$ cat src/ppt_pkg.sv
// ppt_pkg: shared constants, types and helpers of the planar projective transform
package ppt_pkg;

	// point and coefficient formats
	localparam int PIXEL_INT_BITS = 12;
	localparam int OUT_FRAC_BITS  = 12;
	localparam int PIX_W          = 16;
	localparam int COEF_W         = 32;
	localparam int OUT_W          = 16;
	localparam int NUM_REGS       = 8;
	localparam int CFG_IDX_W      = $clog2(NUM_REGS);
	localparam int PIX_FRAC       = PIX_W - PIXEL_INT_BITS;

	// datapath widths
	localparam int PROD_W = COEF_W + PIX_W + 1;
	localparam int SUM_W  = PROD_W + 2;
	localparam int MAG_W  = SUM_W;

	// scale shifts
	localparam int OFF_SHIFT = 8 + PIX_FRAC;
	localparam int ONE_SHIFT = 40 + PIX_FRAC;
	localparam int EPS_SHIFT = 17 + PIX_FRAC;

	// divider: quotient bits kept and pre-shift of the numerator
	localparam int FRAC_STEPS = 8 + OUT_FRAC_BITS + 1;
	localparam int QB         = OUT_W + 1;
	localparam int PRE_SHIFT  = FRAC_STEPS - QB;
	localparam int EXT_W      = MAG_W + PRE_SHIFT;
	localparam int DIV_STEPS  = QB;

	localparam logic signed [SUM_W-1:0] DEN_ONE     = SUM_W'(1) << ONE_SHIFT;
	localparam logic signed [SUM_W-1:0] DEN_EPS     = SUM_W'(1) << EPS_SHIFT;
	localparam logic signed [SUM_W-1:0] DEN_NEG_EPS = -DEN_EPS;

	typedef enum logic [CFG_IDX_W-1:0] {
		REG_LIN_XX  = 3'd0,
		REG_LIN_XY  = 3'd1,
		REG_LIN_YX  = 3'd2,
		REG_LIN_YY  = 3'd3,
		REG_OFF_X   = 3'd4,
		REG_OFF_Y   = 3'd5,
		REG_PERSP_X = 3'd6,
		REG_PERSP_Y = 3'd7
	} reg_idx_t;

	typedef struct packed {
		logic signed [COEF_W-1:0] lin_xx;
		logic signed [COEF_W-1:0] lin_xy;
		logic signed [COEF_W-1:0] lin_yx;
		logic signed [COEF_W-1:0] lin_yy;
		logic signed [COEF_W-1:0] off_x;
		logic signed [COEF_W-1:0] off_y;
		logic signed [COEF_W-1:0] persp_x;
		logic signed [COEF_W-1:0] persp_y;
	} coef_set_t;

	// one divider beat: both lanes share the denominator magnitude
	typedef struct packed {
		logic [MAG_W-1:0] rem_x;
		logic [MAG_W-1:0] rem_y;
		logic [QB-1:0]    quo_x;
		logic [QB-1:0]    quo_y;
		logic [MAG_W-1:0] den_mag;
		logic             neg_x;
		logic             neg_y;
		logic             ovf_x;
		logic             ovf_y;
		logic             degen;
	} div_data_t;

	typedef struct packed {
		logic      valid;
		div_data_t data;
	} div_beat_t;

	function automatic logic signed [PROD_W-1:0] mul_coef_pix(
		input logic signed [COEF_W-1:0] c,
		input logic [PIX_W-1:0]         p
	);
		logic signed [PROD_W-1:0] ce;
		logic signed [PROD_W-1:0] pe;
		ce = {{(PROD_W-COEF_W){c[COEF_W-1]}}, c};
		pe = {{(PROD_W-PIX_W){1'b0}}, p};
		return ce * pe;
	endfunction

	function automatic logic signed [SUM_W-1:0] ext_prod(input logic signed [PROD_W-1:0] p);
		return {{(SUM_W-PROD_W){p[PROD_W-1]}}, p};
	endfunction

	function automatic logic signed [SUM_W-1:0] off_term(input logic signed [COEF_W-1:0] c);
		logic signed [SUM_W-1:0] e;
		e = {{(SUM_W-COEF_W){c[COEF_W-1]}}, c};
		return e <<< OFF_SHIFT;
	endfunction

	function automatic logic [MAG_W-1:0] abs_val(input logic signed [SUM_W-1:0] v);
		return v[SUM_W-1] ? (~v + 1'b1) : v;
	endfunction

endpackage

$ cat src/ppt_cfg_regs.sv
// ppt_cfg_regs: homography coefficient registers behind the write port
module ppt_cfg_regs (
	input  logic                           clk,
	input  logic                           arst_n,
	input  logic                           cfg_wr_en,
	input  logic [ppt_pkg::CFG_IDX_W-1:0]  cfg_index,
	input  logic [ppt_pkg::COEF_W-1:0]     cfg_data,
	output ppt_pkg::coef_set_t             coefs
);
	import ppt_pkg::*;

	coef_set_t coefs_q;

	always_ff @(posedge clk or negedge arst_n) begin
		if (!arst_n) begin
			coefs_q <= '0;
		end else if (cfg_wr_en) begin
			case (reg_idx_t'(cfg_index))
				REG_LIN_XX:  coefs_q.lin_xx  <= cfg_data;
				REG_LIN_XY:  coefs_q.lin_xy  <= cfg_data;
				REG_LIN_YX:  coefs_q.lin_yx  <= cfg_data;
				REG_LIN_YY:  coefs_q.lin_yy  <= cfg_data;
				REG_OFF_X:   coefs_q.off_x   <= cfg_data;
				REG_OFF_Y:   coefs_q.off_y   <= cfg_data;
				REG_PERSP_X: coefs_q.persp_x <= cfg_data;
				REG_PERSP_Y: coefs_q.persp_y <= cfg_data;
				default: ;
			endcase
		end
	end

	assign coefs = coefs_q;

endmodule

$ cat config.mk
export PLATFORM = sky130hd
export DESIGN_NAME = ppt_cfg_regs
export DESIGN_NICKNAME = d
export VERILOG_FILES = /design/src/ppt_pkg.sv /design/src/ppt_cfg_regs.sv
export SDC_FILE = /design/constraint.sdc
export NUM_CORES = 1
export LEC_CHECK = 0
export ABC_AREA = 1
export BUFFER_PORTS_ARGS = -buffer_cell sky130_fd_sc_hd__buf_4
export CAP_MARGIN = 20
export CORE_ASPECT_RATIO = 1.2
export CORE_UTILIZATION = 52
export CTS_CLUSTER_DIAMETER = 80
export DETAILED_ROUTE_END_ITERATION = 6
export PLACE_DENSITY = 0.78
export SETUP_SLACK_MARGIN = 0.4
export SLEW_MARGIN = 20
export SYNTH_ARGS = -nofsm -noshare
export SYNTH_HDL_FRONTEND = slang
export SYNTH_SLANG_ARGS = --single-unit
$ cat constraint.sdc
create_clock -name clk -period 1 [get_ports clk]
set_clock_uncertainty 0.15 [all_clocks]
set_input_delay 0.2 -clock clk [delete_from_list [all_inputs] [get_ports clk]]
set_output_delay 0.2 -clock clk [all_outputs]
set_load 0.02 [all_outputs]
==> impl_metrics.yaml, run 1 <==
logic_synthesis:
  synthArstFlopShare_pct: 100.0
  yosysMostFrequentCell: "nand2_1"
  synth-seq-cells: 256
  synthCells: 1145
  syn_avg_cell_area_sq_um: 8.730
  synth_area_sq_mm: 0.009996
  synth_ff_type: "dfrtp_1"
  synth_top_area_share_pct: 64.09
  synth_area_leader_cell: "dfrtp_1"
  synth_cell_types: 11
  ys_top_cells_by_area: "dfrtp_1 64%, nand2_1 25%, nand3_1 6.4%"
  yosysSeqAreaShare_pct: 64.09
  yosys_warnings: 0
  synth_nets: 1183
  synthTopCellsByCount: "653 x nand2_1, 256 x dfrtp_1, 128 x nand3_1, 32 x buf_2, 32 x clkbuf_1"
  synth_edf_count: 0
floorplan:
  ios: 294
  chipHeight_um: 153.9
  initial_utilization_pct: 53.01
  row_count: 55
  fp.dieW_um: 128.6
global_routing:
  track_usage_pct: 96.33
  grt_overflow: 720
  grt_max_degree: 67
placement:
  port-buffer-count: 293
  globalplace.congestion: 0.8369
  dp_hpwl_um: 21490
  place_ws_ns: -0.4293
clock_tree:
  clock_path_buffers: 3
  cts_buffers: 25
  root_buffer: "clkbuf_16"
  h-tree-depth: 1
  cts.sinks: 256
sta:
  endpoint_type: "output port"
  grt-worst-endpoint: "coefs[187]"
outcome:
  first-error: "[ERROR GRT-0232] Routing congestion too high. Check the congestion heatmap in the GUI."
  status: "did not finish"
  stop_stage: "global routing"
[cells by family after synthesis]
| family | synth area share, % |
|---|---|
| DFF | 64.09 |
| and+or+nand+nor | 31.31 |
| buffers and inverters | 4.606 |
[metrics by stage]
stage	setup TNS [ns]	cells	util [%]	hold WS (ns)	cell area [sq um]
after CTS	-107.28	1778	86.66	-0.6686	16340
after detailed placement	-81.18	1651	70.31	-0.1295	13260
after global placement	-77.06	1651	70.31	-0.1274	13260
after floorplan	-6.388	1145	-	-0.2456	10750
[timing repair]
action | CTS
cloned | 15
buffers inserted | 67
hold endpoints to repair | 512
resized for setup | 362
setup endpoints to repair | 512
pin swaps | 113
[per-layer routing]
layer  GRT usage [%]  GRT overflow
met5           51.41             3
met4           110.1           283
met3           83.37            20
met2           108.7           403
met1           92.08            11
==> run 2: changes to the inputs <==
--- a/config.mk
+++ b/config.mk
@@ -8,12 +8,9 @@
 export ABC_AREA = 1
 export BUFFER_PORTS_ARGS = -buffer_cell sky130_fd_sc_hd__buf_4
 export CAP_MARGIN = 20
-export CORE_ASPECT_RATIO = 1.2
-export CORE_UTILIZATION = 52
-export CTS_CLUSTER_DIAMETER = 80
+export CORE_UTILIZATION = 40
 export DETAILED_ROUTE_END_ITERATION = 6
-export PLACE_DENSITY = 0.78
-export SETUP_SLACK_MARGIN = 0.4
+export PLACE_DENSITY_LB_ADDON = 0.15
 export SLEW_MARGIN = 20
 export SYNTH_ARGS = -nofsm -noshare
 export SYNTH_HDL_FRONTEND = slang
==> impl_metrics.yaml, run 2 <==
power_and_ir_drop:
  swShare_pct: 31.83
  p_clk_share_pct: 27.9
  powerDensity_mw_per_mm2: 2199
  pwr-share-comb_pct: 32.8
  p_int_mw: 24.13
  sequentialPowerShare_pct: 39.3
  ir_drop_mv: 1.187
  total_leakage_power_nw: 8.804
  switching_power_mw: 11.27
finish:
  largest_reg_flops: 256
  antennaDiodeCount: 0
  fin_area_sq_mm: 0.01610
  area_growth_pct: 61.05
  final_common_cell: "nand2_1"
  drive_gt1_share_pct: 34.09
  regArea_sq_mm: 0.006406
  multi_input_area_sq_mm: 0.003192
  final_cells: 1949
  final_cell_mix: "641 x nand2_1, 259 x buf_6, 256 x dfrtp_1, 214 x buf_4, 128 x nand3_1"
  fill_cells: 1974
  nets: 1641
detailed_routing:
  drc: 0
  ant_nets: 0
  vias: 9466
  totalWireLength_um: 34680
  dr.pass1.iters: 5
  drtIter0Drc: 702
  viasPerCell: 4.857
  post_drt_wl_per_cell_um: 17.80
sta:
  worst_slack_ns: -0.4481
  max_freq_mhz: 690.6
  hold-worst-slack_ns: -0.01247
  setup_viol: 261
  rsz0062_at_grt: "true"
  fin_crit_sh_pct: 144.8
  min_period_ns: 1.448
  slew_viol_final: 0
  max-slew-margin-rel_pct: 80.86
  finalSetupTns_ns: -104.15
  hold_violations: 12
  tightestPinTransition_ns: 0.2868
global_routing:
  track_usage_pct: 26.90
  grt_pass1_vias: 9297
  grt_max_degree: 48
  antenna_found_initial: 0
  grt_overflow: 0
  grt_pass1_wl_um: 53430
setup_path:
  path_buf_inv: 1
  critical_path_class: "flip-flop to output port"
  r2r-end: "coefs[181]$_DFFE_PN0P_"
  arrival_ns: 1.10
  worstPathMaxFanout: 2
  critPathTopFamily: "flip-flops"
  regToRegSetupSlack_ns: -0.02
  r2r_start: "coefs[181]$_DFFE_PN0P_"
  max_stage_delay_ns: 0.42
  ff2ff_path_depth: 4
  cpMaxStageDelayCell: "dfrtp_1"
  start_kind: "flip-flop"
  endpoint_kind: "output port"
  crit_chain: "buf_6"
  cp.required_ns: 0.65
clock_tree:
  cts_hold_buf: 33
  cts.sinks: 256
  h-tree-depth: 1
  root_buffer: "clkbuf_16"
  cts_tree: "yes"
  cts_buffers: 28
  clock_path_buffers: 3
  clk_pin_slew_ns: 0.06
  clock_latency_ns: 0.52
floorplan:
  chipHeight_um: 160.1
  fp.dieW_um: 160.1
  initial_utilization_pct: 40.98
  ios: 294
  row_count: 57
  die_area_sq_mm: 0.02563
  coreArea_sq_mm: 0.02439
placement:
  globalplace.congestion: 0.7849
  dp.cells: 1723
  placed_area_sq_mm: 0.01283
  dp_hpwl_um: 21870
  port-buffer-count: 293
logic_synthesis:
  synthTopCellsByCount: "653 x nand2_1, 256 x dfrtp_1, 128 x nand3_1, 32 x buf_2, 32 x clkbuf_1"
  synth_top_area_share_pct: 64.09
  yosysMostFrequentCell: "nand2_1"
  yosysSeqAreaShare_pct: 64.09
  yosys_warnings: 0
  synth-seq-cells: 256
  synth_ff_type: "dfrtp_1"
  synth_edf_count: 0
  synthArstFlopShare_pct: 100.0
  synth_area_sq_mm: 0.009996
  ys_top_cells_by_area: "dfrtp_1 64%, nand2_1 25%, nand3_1 6.4%"
  synth_nets: 1183
  synth_cell_types: 11
  synth_area_leader_cell: "dfrtp_1"
  synthCells: 1145
  syn_avg_cell_area_sq_um: 8.730
outcome:
  violations: "negative hold slack, negative setup slack"
  status: "complete, but fails checks"
flow_run:
  drv_cap: 0
worst_hold_path:
  hold_path_class: "primary input to asynchronous set/reset pin"
## run 2: cell counts after synthesis
Identical to the previous run, type by type.
## run 2: timing repair
item                                    4_1_cts  5_1_grt
endpoints found under the setup margin      256      256
buffers inserted                             77       64
endpoints found under the hold margin       512       12
pin swaps                                     0        3
resized for setup                           256        9
## run 2: per-stage QoR
step / utilization, % / power, mW / worst slack [ns] / hold slack (ns)
after floorplan: - / 17.85 / -0.06781 / -0.2456
after global placement: 52.61 / 22.29 / -0.4706 / -0.09026
after detailed placement: 52.61 / 22.42 / -0.4742 / -0.08629
after CTS: 63.92 / 34.82 / -0.4640 / -0.02776
after global routing: 66.00 / 36.96 / -0.4880 / -0.02458
final: 66.00 / 35.40 / -0.4481 / -0.01247
## run 2: how the worst max path moves through the flow
stage	from	endpoint	slack, ns	cells past startpoint
floorplan	cfg_index[2]	coefs[133]$_DFFE_PN0P_	-0.07	5
global placement	cfg_index[1]	coefs[159]$_DFFE_PN0P_	-0.47	7
detailed placement	cfg_index[1]	coefs[10]$_DFFE_PN0P_	-0.47	7
CTS	coefs[237]$_DFFE_PN0P_	coefs[237]	-0.46	1
global route	coefs[106]$_DFFE_PN0P_	coefs[106]	-0.49	1
finish	coefs[97]$_DFFE_PN0P_	coefs[97]	-0.45	1
## run 2: cell families after synthesis
kind of cell | after synthesis | synth area share (%)
buffers and inverters | 100 | 4.606
DFF | 256 | 64.09
and+or+nand+nor | 789 | 31.31
## run 2: per-layer routing
layer	vias up	track usage, %	part of all wire, %
met1	4574	36.59	42
met3	56	5.740	7.8
met4	0	8.874	2.3
met2	401	42.87	48
met5	-	0	0
li1	4435	-	-
## run 2: final cells by class
class                   count  share of cell area, %
clock inverters             7                 0.2176
clock buffers              45                  5.316
repair buffers            522                  32.11
multi-input cells         789                  19.83
flip-flops and latches    256                  39.79
well taps                 324                  2.518
inverters                   6                 0.2176
## run 2: power groups by stage
stage	registers [mW]	logic [mW]	clock network, mW
after floorplan	15.9	1.95	0
after global placement	13.7	8.58	0
after detailed placement	13.7	8.72	0
after CTS	13.9	10.9	10.1
after global routing	14.1	12.4	10.5
final	13.9	11.6	9.88
Power figures use the tool's default switching activity.
